**config.mk**
```make
export PLATFORM = sky130hd
export DESIGN_NAME = waypoint_turn_then_drive_controller
export DESIGN_NICKNAME = d
export VERILOG_FILES = /design/src/rtl/wtd_pkg.sv /design/src/rtl/wtd_ram.sv /design/src/rtl/wtd_cordic.sv /design/src/rtl/wtd_sqrt.sv /design/src/rtl/wtd_div.sv /design/src/rtl/waypoint_turn_then_drive_controller.sv
export SDC_FILE = /design/constraint.sdc
export NUM_CORES = 2
export LEC_CHECK = 0
export BUFFER_PORTS_ARGS = -buffer_cell sky130_fd_sc_hd__buf_4
export CAP_MARGIN = 20
export CORE_MARGIN = 3
export CORE_UTILIZATION = 35
export DETAILED_ROUTE_END_ITERATION = 7
export PLACE_DENSITY = 0.53
export SLEW_MARGIN = 20
export SYNTH_ARGS = -nofsm -noshare
export SYNTH_HDL_FRONTEND = slang
export SYNTH_SLANG_ARGS = --single-unit
```
**constraint.sdc**
```tcl
create_clock -name clk -period 15.9 [get_ports clk]
set_input_delay 3.18 -clock clk [delete_from_list [all_inputs] [get_ports clk]]
set_output_delay 3.18 -clock clk [all_outputs]
set_load 0.005 [all_outputs]
```
**src/rtl/wtd_pkg.sv**
```systemverilog
// ----------------------------------------------------------------------------
// wtd_pkg
// shared types, codes and constants of the waypoint turn-then-drive controller
// ----------------------------------------------------------------------------
`default_nettype none

package wtd_pkg;

  // cordic datapath and angle widths
  localparam int CW = 38;
  localparam int ZW = 18;

  localparam logic signed [CW-1:0] X_UNIT    = 38'sh01_0000_0000;
  localparam logic signed [ZW-1:0] ANG_MAX   = 18'sd32768;
  localparam logic signed [ZW-1:0] ANG_MIN   = -18'sd32768;
  localparam logic signed [ZW-1:0] QUARTER   = 18'sd16384;
  localparam int                   CORDIC_N  = 15;

  // root and divide units
  localparam int SQ_W = 34;
  localparam logic [SQ_W-1:0] SQ_TOP = 34'h1_0000_0000;
  localparam int DV_W = 18;
  localparam int DV_Q = 16;

  // modes
  localparam logic [1:0] MODE_STANDBY = 2'd0;
  localparam logic [1:0] MODE_ROTATE  = 2'd1;
  localparam logic [1:0] MODE_MOVE    = 2'd2;

  // drive directions
  localparam logic [1:0] DIR_NONE  = 2'd0;
  localparam logic [1:0] DIR_LEFT  = 2'd1;
  localparam logic [1:0] DIR_RIGHT = 2'd2;
  localparam logic [1:0] DIR_FWD   = 2'd3;

  // item kinds
  localparam logic KIND_POSE = 1'b0;
  localparam logic KIND_LOAD = 1'b1;

  // register indexes
  localparam logic [1:0] CFG_WP_COUNT  = 2'd0;
  localparam logic [1:0] CFG_TURN_MAX  = 2'd1;
  localparam logic [1:0] CFG_DRIVE_MAX = 2'd2;

  localparam logic [7:0] TURN_MAX_RST  = 8'd30;
  localparam logic [7:0] DRIVE_MAX_RST = 8'd60;

  // progress and speed constants, q16 progress
  localparam logic [16:0] P_ONE       = 17'd65536;
  localparam logic [16:0] P_ROT_END   = 17'd65471;
  localparam logic [16:0] P_MOVE_END  = 17'd62260;
  localparam logic [16:0] SPEED_FLOOR = 17'd192;
  localparam logic [16:0] HALF_TURN   = 17'd32768;
  localparam logic [16:0] SHORT_DIST  = 17'd50;
  localparam logic [7:0]  SHORT_MAX   = 8'd10;
  localparam logic [4:0]  COEF_LONG   = 5'd20;
  localparam logic [4:0]  COEF_SHORT  = 5'd10;

  typedef enum logic [4:0] {
    ST_IDLE,
    ST_FETCH,
    ST_SQX,
    ST_SQY,
    ST_SQRT,
    ST_BEAR,
    ST_DECIDE,
    ST_PDIV,
    ST_PROG,
    ST_PMUL1,
    ST_PMUL2,
    ST_NUM,
    ST_DEN,
    ST_RDIV,
    ST_SPEED,
    ST_WHEEL,
    ST_OUT
  } state_t;

  function automatic logic signed [ZW-1:0] atan_step(input logic [3:0] i);
    logic signed [ZW-1:0] v;
    case (i)
      4'd0:    v = 18'sd8192;
      4'd1:    v = 18'sd4836;
      4'd2:    v = 18'sd2555;
      4'd3:    v = 18'sd1297;
      4'd4:    v = 18'sd651;
      4'd5:    v = 18'sd326;
      4'd6:    v = 18'sd163;
      4'd7:    v = 18'sd81;
      4'd8:    v = 18'sd41;
      4'd9:    v = 18'sd20;
      4'd10:   v = 18'sd10;
      4'd11:   v = 18'sd5;
      4'd12:   v = 18'sd3;
      4'd13:   v = 18'sd1;
      4'd14:   v = 18'sd1;
      default: v = 18'sd0;
    endcase
    return v;
  endfunction

endpackage

`default_nettype wire

```
**src/rtl/wtd_ram.sv**
```systemverilog
// ----------------------------------------------------------------------------
// wtd_ram
// generic single write port ram with registered read
// ----------------------------------------------------------------------------
`default_nettype none

module wtd_ram #(
  parameter int WIDTH = 32,
  parameter int DEPTH = 16
) (
  input  logic                             clk,
  input  logic                             we,
  input  logic [$clog2(DEPTH)-1:0]         waddr,
  input  logic [WIDTH-1:0]                 wdata,
  input  logic [$clog2(DEPTH)-1:0]         raddr,
  output logic [WIDTH-1:0]                 rdata
);

  logic [WIDTH-1:0] mem_r [DEPTH];
  logic [WIDTH-1:0] rdata_r;

  always_ff @(posedge clk) begin
    if (we) begin
      mem_r[waddr] <= wdata;
    end
    rdata_r <= mem_r[raddr];
  end

  assign rdata = rdata_r;

endmodule

`default_nettype wire

```
**src/rtl/wtd_cordic.sv**
```systemverilog
// ----------------------------------------------------------------------------
// wtd_cordic
// iterative vectoring cordic, one rotation per cycle, gives atan2 as binary angle
// ----------------------------------------------------------------------------
`default_nettype none

module wtd_cordic (
  input  logic                                 clk,
  input  logic                                 rst_n,
  input  logic                                 start,
  input  logic signed [wtd_pkg::CW-1:0]        y_in,
  input  logic signed [wtd_pkg::CW-1:0]        x_in,
  output logic                                 done,
  output logic signed [wtd_pkg::ZW-1:0]        angle
);

  logic signed [wtd_pkg::CW-1:0] x_r, y_r, xs, ys, x_nxt, y_nxt;
  logic signed [wtd_pkg::ZW-1:0] z_r, z_nxt, step, angle_r;
  logic [3:0]                    i_r;
  logic                          busy_r, done_r;

  always_comb begin
    xs   = x_r >>> i_r;
    ys   = y_r >>> i_r;
    step = wtd_pkg::atan_step(i_r);
    if (y_r > 0) begin
      x_nxt = x_r + ys;
      y_nxt = y_r - xs;
      z_nxt = z_r + step;
    end else begin
      x_nxt = x_r - ys;
      y_nxt = y_r + xs;
      z_nxt = z_r - step;
    end
  end

  always_ff @(posedge clk) begin
    if (!rst_n) begin
      busy_r <= 1'b0;
      done_r <= 1'b0;
    end else begin
      done_r <= 1'b0;
      if (start) begin
        if (x_in == 0 && y_in == 0) begin
          busy_r <= 1'b0;
          done_r <= 1'b1;
        end else begin
          busy_r <= 1'b1;
        end
      end else if (busy_r && i_r == 4'(wtd_pkg::CORDIC_N - 1)) begin
        busy_r <= 1'b0;
        done_r <= 1'b1;
      end
    end
  end

  always_ff @(posedge clk) begin
    if (start) begin
      i_r     <= '0;
      angle_r <= '0;
      if (x_in < 0) begin
        if (y_in >= 0) begin
          x_r <= y_in;
          y_r <= -x_in;
          z_r <= wtd_pkg::QUARTER;
        end else begin
          x_r <= -y_in;
          y_r <= x_in;
          z_r <= -wtd_pkg::QUARTER;
        end
      end else begin
        x_r <= x_in;
        y_r <= y_in;
        z_r <= '0;
      end
    end else if (busy_r) begin
      x_r <= x_nxt;
      y_r <= y_nxt;
      z_r <= z_nxt;
      i_r <= i_r + 4'd1;
      if (z_nxt > wtd_pkg::ANG_MAX) begin
        angle_r <= wtd_pkg::ANG_MAX;
      end else if (z_nxt < wtd_pkg::ANG_MIN) begin
        angle_r <= wtd_pkg::ANG_MIN;
      end else begin
        angle_r <= z_nxt;
      end
    end
  end

  assign done  = done_r;
  assign angle = angle_r;

endmodule

`default_nettype wire

```
**src/rtl/wtd_sqrt.sv**
```systemverilog
// ----------------------------------------------------------------------------
// wtd_sqrt
// iterative integer square root, one result bit per cycle
// ----------------------------------------------------------------------------
`default_nettype none

module wtd_sqrt (
  input  logic                          clk,
  input  logic                          rst_n,
  input  logic                          start,
  input  logic [wtd_pkg::SQ_W-1:0]      v_in,
  output logic                          done,
  output logic [16:0]                   root
);

  logic [wtd_pkg::SQ_W-1:0] v_r, r_r, bit_r, v_nxt, r_nxt;
  logic [wtd_pkg::SQ_W:0]   sum;
  logic                     busy_r, done_r;
  logic [16:0]              root_r;

  always_comb begin
    sum = {1'b0, r_r} + {1'b0, bit_r};
    if ({1'b0, v_r} >= sum) begin
      v_nxt = v_r - sum[wtd_pkg::SQ_W-1:0];
      r_nxt = (r_r >> 1) + bit_r;
    end else begin
      v_nxt = v_r;
      r_nxt = r_r >> 1;
    end
  end

  always_ff @(posedge clk) begin
    if (!rst_n) begin
      busy_r <= 1'b0;
      done_r <= 1'b0;
    end else begin
      done_r <= 1'b0;
      if (start) begin
        busy_r <= 1'b1;
      end else if (busy_r && bit_r == wtd_pkg::SQ_W'(1)) begin
        busy_r <= 1'b0;
        done_r <= 1'b1;
      end
    end
  end

  always_ff @(posedge clk) begin
    if (start) begin
      v_r   <= v_in;
      r_r   <= '0;
      bit_r <= wtd_pkg::SQ_TOP;
    end else if (busy_r) begin
      v_r    <= v_nxt;
      r_r    <= r_nxt;
      bit_r  <= bit_r >> 2;
      root_r <= r_nxt[16:0];
    end
  end

  assign done = done_r;
  assign root = root_r;

endmodule

`default_nettype wire

```
**src/rtl/wtd_div.sv**
```systemverilog
// ----------------------------------------------------------------------------
// wtd_div
// restoring divider, gives floor(n * 65536 / d) for n < d, one bit per cycle
// ----------------------------------------------------------------------------
`default_nettype none

module wtd_div (
  input  logic                          clk,
  input  logic                          rst_n,
  input  logic                          start,
  input  logic [wtd_pkg::DV_W-1:0]      n_in,
  input  logic [wtd_pkg::DV_W-1:0]      d_in,
  output logic                          done,
  output logic [wtd_pkg::DV_Q-1:0]      q
);

  logic [wtd_pkg::DV_W-1:0] rem_r, d_r;
  logic [wtd_pkg::DV_W:0]   t;
  logic [wtd_pkg::DV_Q-1:0] q_r;
  logic [3:0]               cnt_r;
  logic                     busy_r, done_r, ge;

  assign t  = {rem_r, 1'b0};
  assign ge = t >= {1'b0, d_r};

  always_ff @(posedge clk) begin
    if (!rst_n) begin
      busy_r <= 1'b0;
      done_r <= 1'b0;
    end else begin
      done_r <= 1'b0;
      if (start) begin
        busy_r <= 1'b1;
      end else if (busy_r && cnt_r == 4'(wtd_pkg::DV_Q - 1)) begin
        busy_r <= 1'b0;
        done_r <= 1'b1;
      end
    end
  end

  always_ff @(posedge clk) begin
    if (start) begin
      rem_r <= n_in;
      d_r   <= d_in;
      q_r   <= '0;
      cnt_r <= '0;
    end else if (busy_r) begin
      cnt_r <= cnt_r + 4'd1;
      if (ge) begin
        rem_r <= wtd_pkg::DV_W'(t - {1'b0, d_r});
        q_r   <= {q_r[wtd_pkg::DV_Q-2:0], 1'b1};
      end else begin
        rem_r <= t[wtd_pkg::DV_W-1:0];
        q_r   <= {q_r[wtd_pkg::DV_Q-2:0], 1'b0};
      end
    end
  end

  assign done = done_r;
  assign q    = q_r;

endmodule

`default_nettype wire

```
**src/rtl/waypoint_turn_then_drive_controller.sv**
```systemverilog
// ----------------------------------------------------------------------------
// waypoint_turn_then_drive_controller
// turn-then-drive go-to-goal control of a differential drive over a waypoint route
//
//   channel   dir   handshake            content
//   in_       in    in_tvalid/in_tready  pose tick or waypoint load word
//   out_      out   out_tvalid/out_tready one drive command word per pose tick
//   cfg_      in    cfg_we               route length and peak speeds
//
// a load word is stored without leaving idle; a pose tick's result word comes from
// the serial root, the shared cordic (bearing and two profile angles) and the
// bit-serial divider, run one after the other
// reset clears mode to rotate, route position, captured spans and slot valid bits
// input is held off while a tick is in work; a finished word waits in the output
// register while the next word is taken
// ----------------------------------------------------------------------------
`default_nettype none

module waypoint_turn_then_drive_controller #(
  parameter int unsigned ROUTE_DEPTH = 16
) (
  input  logic        clk,
  input  logic        rst_n,
  input  logic        in_tvalid,
  output logic        in_tready,
  input  logic [87:0] in_tdata,   // pose_x, pose_y, heading, slot_index, target_x, target_y
  input  logic [0:0]  in_tuser,   // kind
  output logic        out_tvalid,
  input  logic        out_tready,
  output logic [47:0] out_tdata,  // mode, drive_direction, wheels_on, left_speed,
                                  // right_speed, waypoint_number
  input  logic        cfg_we,
  input  logic [1:0]  cfg_index,
  input  logic [7:0]  cfg_wdata
);

  localparam int AW = $clog2(ROUTE_DEPTH);

  wtd_pkg::state_t state_r, state_nxt;
  logic entry_r;

  logic [1:0]         mode_r;
  logic [4:0]         pos_r, pos_inc;
  logic signed [17:0] init_turn_r;
  logic [16:0]        init_dist_r;
  logic [4:0]         wp_count_r;
  logic [7:0]         turn_max_r, drive_max_r;
  logic [ROUTE_DEPTH-1:0] slot_valid_r;

  logic signed [15:0] px_r, py_r, hd_r;
  logic signed [16:0] dx_r, dy_r;
  logic [33:0]        acc_r;
  logic [16:0]        dist_r;
  logic signed [17:0] bear_r;
  logic [17:0]        pa_r, pb_r;
  logic [16:0]        p_r;
  logic [1:0]         dir_r;
  logic [4:0]         coef_r;
  logic [7:0]         smax_r;
  logic [34:0]        prof_r;
  logic signed [17:0] num_r, den_r;
  logic [16:0]        ratio_r, s_r;

  logic [1:0]  res_mode_r, res_dir_r;
  logic        res_en_r;
  logic [16:0] res_ls_r, res_rs_r;
  logic [4:0]  res_wp_r;
  logic        out_valid_r;
  logic [47:0] out_data_r;

  // input side
  logic        in_accept, kind, ram_we, slot_ok, pos_ok, out_free;
  logic [31:0] slot_w, pos_w, count_w, eff, pos_inc_w;
  logic [AW-1:0] waddr, raddr;
  logic [31:0] ram_rdata, wp;
  logic        standby_next;

  // arithmetic
  logic [16:0]        abs_dx, abs_dy;
  logic signed [17:0] hd_ext, rel, diff, cur, init_sel;
  logic [17:0]        cur_abs, init_abs;
  logic               prog_special, prog_ge, ratio_special;
  logic signed [16:0] e17;
  logic               e_pos;
  logic [16:0]        factor, speed;
  logic [33:0]        mul_a;
  logic [16:0]        mul_b;
  logic [50:0]        prod;

  // units: shared cordic and divider, and the root unit
  logic                          cordic_start, cordic_done;
  logic signed [wtd_pkg::CW-1:0] cordic_y, cordic_x;
  logic signed [wtd_pkg::ZW-1:0] cordic_angle;
  logic                          sqrt_start, sqrt_done;
  logic [16:0]                   sqrt_root;
  logic                          div_start, div_done;
  logic [wtd_pkg::DV_W-1:0]      div_n, div_d;
  logic [wtd_pkg::DV_Q-1:0]      div_q;

  assign in_tready = (state_r == wtd_pkg::ST_IDLE);
  assign in_accept = in_tvalid & in_tready;
  assign kind      = in_tuser[0];
  assign out_free  = !out_valid_r || out_tready;

  assign slot_w  = {28'd0, in_tdata[51:48]};
  assign slot_ok = slot_w < ROUTE_DEPTH;
  assign waddr   = slot_w[AW-1:0];
  assign ram_we  = in_accept && kind == wtd_pkg::KIND_LOAD && slot_ok;

  assign pos_w  = {27'd0, pos_r};
  assign pos_ok = pos_w < ROUTE_DEPTH;
  assign raddr  = pos_w[AW-1:0];
  assign wp     = (pos_ok && slot_valid_r[raddr]) ? ram_rdata : 32'd0;

  assign count_w      = {27'd0, wp_count_r};
  assign eff          = (count_w < ROUTE_DEPTH) ? count_w : ROUTE_DEPTH;
  assign pos_inc      = pos_r + 5'd1;
  assign pos_inc_w    = {27'd0, pos_inc};
  assign standby_next = pos_inc_w >= eff;

  wtd_ram #(
    .WIDTH (32),
    .DEPTH (ROUTE_DEPTH)
  ) u_store (
    .clk   (clk),
    .we    (ram_we),
    .waddr (waddr),
    .wdata (in_tdata[83:52]),
    .raddr (raddr),
    .rdata (ram_rdata)
  );

  // distance, bearing and progress terms
  always_comb begin
    abs_dx = dx_r[16] ? 17'(-dx_r) : 17'(dx_r);
    abs_dy = dy_r[16] ? 17'(-dy_r) : 17'(dy_r);
    hd_ext = $signed({{2{hd_r[15]}}, hd_r});
    rel    = bear_r - hd_ext;
    diff   = rel;
    e17    = $signed({diff[15], diff[15:0]});
    e_pos  = $signed(diff[15:0]) > 16'sd0;
    factor = e_pos ? (wtd_pkg::HALF_TURN - 17'(e17)) : (wtd_pkg::HALF_TURN + 17'(e17));
    if (mode_r == wtd_pkg::MODE_ROTATE) begin
      cur      = rel;
      init_sel = (init_turn_r == 18'sd0) ? rel : init_turn_r;
    end else begin
      cur      = $signed({1'b0, dist_r});
      init_sel = (init_dist_r == 17'd0) ? $signed({1'b0, dist_r}) : $signed({1'b0, init_dist_r});
    end
    cur_abs      = cur[17] ? 18'(-cur) : 18'(cur);
    init_abs     = init_sel[17] ? 18'(-init_sel) : 18'(init_sel);
    prog_special = (init_sel == 18'sd0) || (cur == 18'sd0) || (cur[17] != init_sel[17]);
    prog_ge      = cur_abs >= init_abs;
    ratio_special = (cordic_angle <= 18'sd0) || (num_r <= 18'sd0) || (num_r >= cordic_angle);
  end

  assign prod  = mul_a * mul_b;
  assign speed = {1'b0, prod[23:8]} + wtd_pkg::SPEED_FLOOR;

  // next state
  always_comb begin
    state_nxt = state_r;
    case (state_r)
      wtd_pkg::ST_IDLE: begin
        if (in_accept && kind == wtd_pkg::KIND_POSE) state_nxt = wtd_pkg::ST_FETCH;
      end
      wtd_pkg::ST_FETCH: state_nxt = wtd_pkg::ST_SQX;
      wtd_pkg::ST_SQX:   state_nxt = wtd_pkg::ST_SQY;
      wtd_pkg::ST_SQY:   state_nxt = wtd_pkg::ST_SQRT;
      wtd_pkg::ST_SQRT: begin
        if (sqrt_done) state_nxt = wtd_pkg::ST_BEAR;
      end
      wtd_pkg::ST_BEAR: begin
        if (cordic_done) state_nxt = wtd_pkg::ST_DECIDE;
      end
      wtd_pkg::ST_DECIDE: begin
        if (mode_r == wtd_pkg::MODE_STANDBY) state_nxt = wtd_pkg::ST_OUT;
        else if (prog_special || prog_ge) state_nxt = wtd_pkg::ST_PROG;
        else state_nxt = wtd_pkg::ST_PDIV;
      end
      wtd_pkg::ST_PDIV: begin
        if (div_done) state_nxt = wtd_pkg::ST_PROG;
      end
      wtd_pkg::ST_PROG: begin
        if (mode_r == wtd_pkg::MODE_ROTATE) begin
          state_nxt = (p_r >= wtd_pkg::P_ROT_END) ? wtd_pkg::ST_OUT : wtd_pkg::ST_PMUL1;
        end else begin
          state_nxt = (p_r >= wtd_pkg::P_MOVE_END) ? wtd_pkg::ST_OUT : wtd_pkg::ST_PMUL1;
        end
      end
      wtd_pkg::ST_PMUL1: state_nxt = wtd_pkg::ST_PMUL2;
      wtd_pkg::ST_PMUL2: state_nxt = wtd_pkg::ST_NUM;
      wtd_pkg::ST_NUM: begin
        if (cordic_done) state_nxt = wtd_pkg::ST_DEN;
      end
      wtd_pkg::ST_DEN: begin
        if (cordic_done) state_nxt = ratio_special ? wtd_pkg::ST_SPEED : wtd_pkg::ST_RDIV;
      end
      wtd_pkg::ST_RDIV: begin
        if (div_done) state_nxt = wtd_pkg::ST_SPEED;
      end
      wtd_pkg::ST_SPEED: begin
        state_nxt = (mode_r == wtd_pkg::MODE_ROTATE) ? wtd_pkg::ST_OUT : wtd_pkg::ST_WHEEL;
      end
      wtd_pkg::ST_WHEEL: state_nxt = wtd_pkg::ST_OUT;
      wtd_pkg::ST_OUT: begin
        if (out_free) state_nxt = wtd_pkg::ST_IDLE;
      end
      default: state_nxt = wtd_pkg::ST_IDLE;
    endcase
  end

  // unit control and multiplier operands
  always_comb begin
    cordic_start = entry_r && (state_r == wtd_pkg::ST_BEAR || state_r == wtd_pkg::ST_NUM ||
                               state_r == wtd_pkg::ST_DEN);
    sqrt_start   = entry_r && state_r == wtd_pkg::ST_SQRT;
    div_start    = entry_r && (state_r == wtd_pkg::ST_PDIV || state_r == wtd_pkg::ST_RDIV);
    cordic_y     = '0;
    cordic_x     = wtd_pkg::X_UNIT;
    div_n        = pa_r;
    div_d        = pb_r;
    mul_a        = '0;
    mul_b        = '0;
    case (state_r)
      wtd_pkg::ST_BEAR: begin
        cordic_y = $signed({{21{dy_r[16]}}, dy_r}) <<< 12;
        cordic_x = $signed({{21{dx_r[16]}}, dx_r}) <<< 12;
      end
      wtd_pkg::ST_NUM: cordic_y = $signed({3'd0, prof_r});
      wtd_pkg::ST_DEN: cordic_y = $signed({3'd0, coef_r, 30'd0});
      wtd_pkg::ST_RDIV: begin
        div_n = num_r;
        div_d = den_r;
      end
      wtd_pkg::ST_SQX: begin
        mul_a = {17'd0, abs_dx};
        mul_b = abs_dx;
      end
      wtd_pkg::ST_SQY: begin
        mul_a = {17'd0, abs_dy};
        mul_b = abs_dy;
      end
      wtd_pkg::ST_PMUL1: begin
        mul_a = {17'd0, p_r};
        mul_b = wtd_pkg::P_ONE - p_r;
      end
      wtd_pkg::ST_PMUL2: begin
        mul_a = acc_r;
        mul_b = {12'd0, coef_r};
      end
      wtd_pkg::ST_SPEED: begin
        mul_a = {26'd0, smax_r};
        mul_b = ratio_r;
      end
      wtd_pkg::ST_WHEEL: begin
        mul_a = {17'd0, s_r};
        mul_b = factor;
      end
      default: begin
        mul_a = '0;
        mul_b = '0;
      end
    endcase
  end

  wtd_sqrt u_sqrt (
    .clk   (clk),
    .rst_n (rst_n),
    .start (sqrt_start),
    .v_in  (acc_r),
    .done  (sqrt_done),
    .root  (sqrt_root)
  );

  wtd_cordic u_cordic (
    .clk   (clk),
    .rst_n (rst_n),
    .start (cordic_start),
    .y_in  (cordic_y),
    .x_in  (cordic_x),
    .done  (cordic_done),
    .angle (cordic_angle)
  );

  wtd_div u_div (
    .clk   (clk),
    .rst_n (rst_n),
    .start (div_start),
    .n_in  (div_n),
    .d_in  (div_d),
    .done  (div_done),
    .q     (div_q)
  );

  // control state
  always_ff @(posedge clk) begin
    if (!rst_n) begin
      state_r      <= wtd_pkg::ST_IDLE;
      entry_r      <= 1'b0;
      mode_r       <= wtd_pkg::MODE_ROTATE;
      pos_r        <= '0;
      init_turn_r  <= '0;
      init_dist_r  <= '0;
      wp_count_r   <= '0;
      turn_max_r   <= wtd_pkg::TURN_MAX_RST;
      drive_max_r  <= wtd_pkg::DRIVE_MAX_RST;
      slot_valid_r <= '0;
      out_valid_r  <= 1'b0;
    end else begin
      state_r <= state_nxt;
      entry_r <= (state_nxt != state_r);
      if (cfg_we) begin
        case (cfg_index)
          wtd_pkg::CFG_WP_COUNT:  wp_count_r  <= cfg_wdata[4:0];
          wtd_pkg::CFG_TURN_MAX:  turn_max_r  <= cfg_wdata;
          wtd_pkg::CFG_DRIVE_MAX: drive_max_r <= cfg_wdata;
          default: ;
        endcase
      end
      if (ram_we) slot_valid_r[waddr] <= 1'b1;
      if (state_r == wtd_pkg::ST_DECIDE) begin
        if (mode_r == wtd_pkg::MODE_ROTATE) init_turn_r <= init_sel;
        else if (mode_r == wtd_pkg::MODE_MOVE) init_dist_r <= init_sel[16:0];
      end
      if (state_r == wtd_pkg::ST_PROG) begin
        if (mode_r == wtd_pkg::MODE_ROTATE) begin
          if (p_r >= wtd_pkg::P_ROT_END) begin
            mode_r      <= wtd_pkg::MODE_MOVE;
            init_turn_r <= '0;
          end
        end else if (p_r >= wtd_pkg::P_MOVE_END) begin
          init_dist_r <= '0;
          pos_r       <= pos_inc;
          mode_r      <= standby_next ? wtd_pkg::MODE_STANDBY : wtd_pkg::MODE_ROTATE;
        end
      end
      if (state_r == wtd_pkg::ST_OUT && out_free) out_valid_r <= 1'b1;
      else if (out_tready) out_valid_r <= 1'b0;
    end
  end

  // datapath
  always_ff @(posedge clk) begin
    case (state_r)
      wtd_pkg::ST_IDLE: begin
        if (in_accept) begin
          px_r <= $signed(in_tdata[15:0]);
          py_r <= $signed(in_tdata[31:16]);
          hd_r <= $signed(in_tdata[47:32]);
        end
      end
      wtd_pkg::ST_FETCH: begin
        dx_r <= $signed({wp[15], wp[15:0]}) - $signed({px_r[15], px_r});
        dy_r <= $signed({wp[31], wp[31:16]}) - $signed({py_r[15], py_r});
      end
      wtd_pkg::ST_SQX: acc_r <= prod[33:0];
      wtd_pkg::ST_SQY: acc_r <= acc_r + prod[33:0];
      wtd_pkg::ST_SQRT: begin
        if (sqrt_done) dist_r <= sqrt_root;
      end
      wtd_pkg::ST_BEAR: begin
        if (cordic_done) bear_r <= cordic_angle;
      end
      wtd_pkg::ST_DECIDE: begin
        pa_r  <= cur_abs;
        pb_r  <= init_abs;
        p_r   <= prog_special ? wtd_pkg::P_ONE : 17'd0;
        dir_r <= (mode_r == wtd_pkg::MODE_ROTATE) ?
                 ((rel > 18'sd0) ? wtd_pkg::DIR_LEFT : wtd_pkg::DIR_RIGHT) : wtd_pkg::DIR_FWD;
        res_mode_r <= wtd_pkg::MODE_STANDBY;
        res_dir_r  <= wtd_pkg::DIR_NONE;
        res_en_r   <= 1'b0;
        res_ls_r   <= '0;
        res_rs_r   <= '0;
        res_wp_r   <= pos_r;
      end
      wtd_pkg::ST_PDIV: begin
        if (div_done) p_r <= wtd_pkg::P_ONE - {1'b0, div_q};
      end
      wtd_pkg::ST_PROG: begin
        res_dir_r <= dir_r;
        res_en_r  <= 1'b0;
        res_ls_r  <= '0;
        res_rs_r  <= '0;
        if (mode_r == wtd_pkg::MODE_ROTATE) begin
          res_mode_r <= wtd_pkg::MODE_MOVE;
          res_wp_r   <= pos_r;
          coef_r     <= wtd_pkg::COEF_LONG;
          smax_r     <= turn_max_r;
        end else begin
          res_mode_r <= standby_next ? wtd_pkg::MODE_STANDBY : wtd_pkg::MODE_ROTATE;
          res_wp_r   <= pos_inc;
          if (init_dist_r < wtd_pkg::SHORT_DIST) begin
            coef_r <= wtd_pkg::COEF_SHORT;
            smax_r <= wtd_pkg::SHORT_MAX;
          end else begin
            coef_r <= wtd_pkg::COEF_LONG;
            smax_r <= drive_max_r;
          end
        end
      end
      wtd_pkg::ST_PMUL1: acc_r  <= prod[33:0];
      wtd_pkg::ST_PMUL2: prof_r <= prod[34:0];
      wtd_pkg::ST_NUM: begin
        if (cordic_done) num_r <= cordic_angle;
      end
      wtd_pkg::ST_DEN: begin
        if (cordic_done) begin
          den_r   <= cordic_angle;
          ratio_r <= (cordic_angle <= 18'sd0 || num_r <= 18'sd0) ? 17'd0 : wtd_pkg::P_ONE;
        end
      end
      wtd_pkg::ST_RDIV: begin
        if (div_done) ratio_r <= {1'b0, div_q};
      end
      wtd_pkg::ST_SPEED: begin
        s_r        <= speed;
        res_mode_r <= mode_r;
        res_dir_r  <= dir_r;
        res_en_r   <= 1'b1;
        res_ls_r   <= speed;
        res_rs_r   <= speed;
        res_wp_r   <= pos_r;
      end
      wtd_pkg::ST_WHEEL: begin
        if (e_pos) begin
          res_ls_r <= s_r;
          res_rs_r <= prod[31:15];
        end else begin
          res_ls_r <= prod[31:15];
          res_rs_r <= s_r;
        end
      end
      wtd_pkg::ST_OUT: begin
        if (out_free) begin
          out_data_r <= {4'd0, res_wp_r, res_rs_r, res_ls_r, res_en_r, res_dir_r, res_mode_r};
        end
      end
      default: ;
    endcase
  end

  assign out_tvalid = out_valid_r;
  assign out_tdata  = out_data_r;

endmodule

`default_nettype wire

```
==> out/summary.txt <==
Status: completed
Die Y: 503 um
Buffers on Ports: 145
Routed len/inst: 23.5 um
Setup Skew: 0.0665 ns
Routing usage on met3: 2.75%
Clock H-tree levels: 4
VDD IR max: 0.327 mV
Layout Utilization: 39.6%
RSZ-0062 raised after global routing: no
Initial Util: 35.4%
Tmin final: 13.70 ns
Setup ws final: 2.20 ns
Hold slack: 0.423 ns
Max transition margin: 21.8%
Area leader, netlist: edfxtp_1
Ranking of synthesized cells by area: edfxtp_1, fa_1, mux4_2
Placer Congestion: 0.915
Mux cell area share after synthesis: 9.16%
Post-Syn Instances: 7,767
Compound-Gate Fraction of Synth Area: 11.8%
DRT Wirelength: 266 mm
Largest net degree at the start of global routing: 110
Largest family of logic cells by synthesized area: adder cells
GR Util met1: 28.0%
Most frequent CP cell: fa_1
Post-synthesis async set-or-reset flop share: 0%
Io pins: 154
Post-synthesis sequential area ratio: 43.6%
Area growth, synth to finish: 12.1%
Crit path launch type: flop
Leak: 36.4 nW
Initial antenna violation count: 8
WP data required: 16.45 ns
Post-Place Setup Slack: 2.46 ns
Comb power frac: 35.0%
Worst Tran Pin Value: 1.17 ns
# setup viols final: 0
Core Box Area: 245,000 um^2
Clock power share: 29.0%
Final hold violations: 0
TritonCTS clock tree: yes
All-Layer GR Usage: 20.8%
Worst Path Max Fanout: 24
Cts bufs inserted: 147
FP Rows: 181
Vias: 61,700
Postcts setup bufs: 0
DR DRC count: 0
Post-DP HPWL: 197 mm
Highest clock rate: 0.0730 GHz
NetSw: 4.21 mW
GR Overflow Total: 0
FF+latch count, synth: 1,333
Final slew viol count: 0
Sw frac: 35.7%
Die area: 253,000 um^2
TNS Setup: 0 ns
Seq pwr share: 36.0%
Crit path DAT: 14.25 ns
Vias/cell: 5.47
Clk root buf: clkbuf_16
Synthesized area: 86,500 um^2
Most Crowded Layer GR: met2
First-pass GRT wire length: 397 mm
Worst stage delay on the critical path: 0.89 ns
Syn Area/Cell: 11.1 um^2
Clk pin slew, worst setup/hold paths: 0.07 ns
DRT Pass-1 Iters: 6
Crit end category: flop
Pwr per Cell Area: 122 nW/um^2
Xor/xnor share of the synthesized area: 5.28%
Fraction of layout cells with a size suffix above 1: 11.7%
Main synth FF type: edfxtp_1
PostCTS Resize Cnt: 0
Cell variety after synth: 92
Die Span X: 503 um
Post-route ant nets: 0
Synth top area share: 38.3%
Pint: 7.60 mW
Number of synthesized flops with an enable pin: 1,102
Final worst-path cycle share: 86.1%
Crit path kind: flop to flop
Hold buffers post-CTS: 0
Met2 global-route usage: 34.1%
Slack of the worst reg-to-reg path: 2.20 ns
Clock Latency Late Sink: 0.83 ns
Iter 0 DRT Violations: 5,298
CTS max path bufs: 3
Vias in the first global route: 61,100
Max Cap Viol: 0
HP Class: flop to flop
Layout net count: 8,832
Critical-path top delay cell: o21ai_2
Adder-cell share of the synthesized area: 14.4%
Synth Area in Simple Gates: 11.3%
Ys Warns: 0
Clock sinks: 1,333
[power by group through the flow]
stage | registers, mW | logic (mW) | clock network [mW]
floorplan | 4.21 | 2.81 | 0
global route | 4.26 | 4.57 | 3.65
finish | 4.25 | 4.14 | 3.43
CTS | 4.25 | 4.13 | 3.51
detailed placement | 4.32 | 4.10 | 0
global placement | 4.32 | 4.06 | 0
[cell families (layout without fill, tap and decap cells)]
group,count (synthesis),in the layout
AND/OR/NAND/NOR,2073,2073
AO/OA/AOI/OAI,1591,1591
flip-flops,1333,1333
buffers and inverters,1016,1229
adder cells (fa/ha/maj),772,772
XOR/XNOR,521,521
multiplexers,459,459
other,2,110
[flip-flops by register name (all words and copies together), names as in the netlist, 32 cells and up]
register       flops
u_cordic.y_r      38
u_sqrt.v_r        34
u_cordic.x_r      38
u_store.mem_r    512
out_tdata         44
u_store.rdata     32
acc_r             34
prof_r            35
u_sqrt.r_r        34
[per-layer routing]
| layer | up-vias | wire length (um) | share of wire [%] |
|---|---|---|---|
| li1 | 28300 | - | - |
| met1 | 31100 | 115000 | 43 |
| met2 | 1925 | 126000 | 47 |
| met3 | 381 | 14800 | 5.6 |
| met4 | 2 | 10700 | 4.0 |
| met5 | - | 13 | 0.0049 |
[Yosys cell counts, types with 44 or more instances]
master    instances
edfxtp_1       1102
dfxtp_1         231
and2_1          111
a31oi_1          65
nor2b_1          95
mux2i_1         145
mux4_2          258
xnor2_1         307
o21bai_1         44
clkbuf_1        265
o21ai_0         374
inv_1           683
buf_1            49
a21oi_1         403
and3_1           53
nand3_1         103
nand4_1          44
o22ai_1          50
nor3_1          110
nor2_1          556
o31ai_1          44
nor4_1           59
or3_1            51
a211oi_1         65
xor2_1          214
o21a_1           75
nand2b_1         73
fa_1            373
nand2_1         696
a21o_1          124
mux2_2           54
ha_1            399
[worst paths after layout]
path                                   from             to  cells after the start
worst max-delay path              bear_r[0]      acc_r[32]                     41
worst min register to register  res_rs_r[1]  out_tdata[23]                      0
worst max register to register    bear_r[0]      acc_r[32]                     41
worst min-delay path            res_rs_r[1]  out_tdata[23]                      0
[cell usage in the layout, fill, tap and decap left out, types with 58 or more instances in the layout]
cell type  instances
edfxtp_1        1102
nand3_1          101
a21o_1           124
clkbuf_16        147
a211oi_1          65
xnor2_1          307
conb_1            99
fa_1             373
and2_1           111
nor2b_1           93
inv_1            680
o21ai_0          372
a21oi_1          402
nor4_1            58
nor3_1           104
nand2_1          696
mux4_2           258
nor2_1           533
mux2i_1          145
nand2b_1          72
xor2_1           214
dfxtp_1          223
buf_4            269
a31oi_1           65
o21a_1            75
ha_1             399
[critical path: cells and delay by family (launching register included)]
kind | cells | cell delay, ns
xor+xnor | 3 | 1.01
buf+inv | 5 | 0.69
flops | 1 | 0.33
fa+ha+maj | 10 | 4.60
compound gates | 13 | 4.10
simple gates | 10 | 2.65
[cell type report]
class | instances | area (um^2)
timing repair buffer | 273 | 2110
clock inverter | 65 | 856
antenna | 11 | 27.5
clock buffer | 205 | 4060
tap | 3202 | 4010
fill | 23500 | 148000
inverter | 686 | 2580
multi-input combinational | 5515 | 45600
sequential | 1333 | 37700
[per-stage QoR]
stage	instances	power, mW	area [um^2]
after detailed placement	11000	8.42	92000
after CTS	11300	11.9	96900
after floorplan	7864	7.02	86900
after global placement	11000	8.37	91900
after global routing	11300	12.5	96900
final	11300	11.8	97000
No activity file was read; power rests on OpenSTA's default activity.
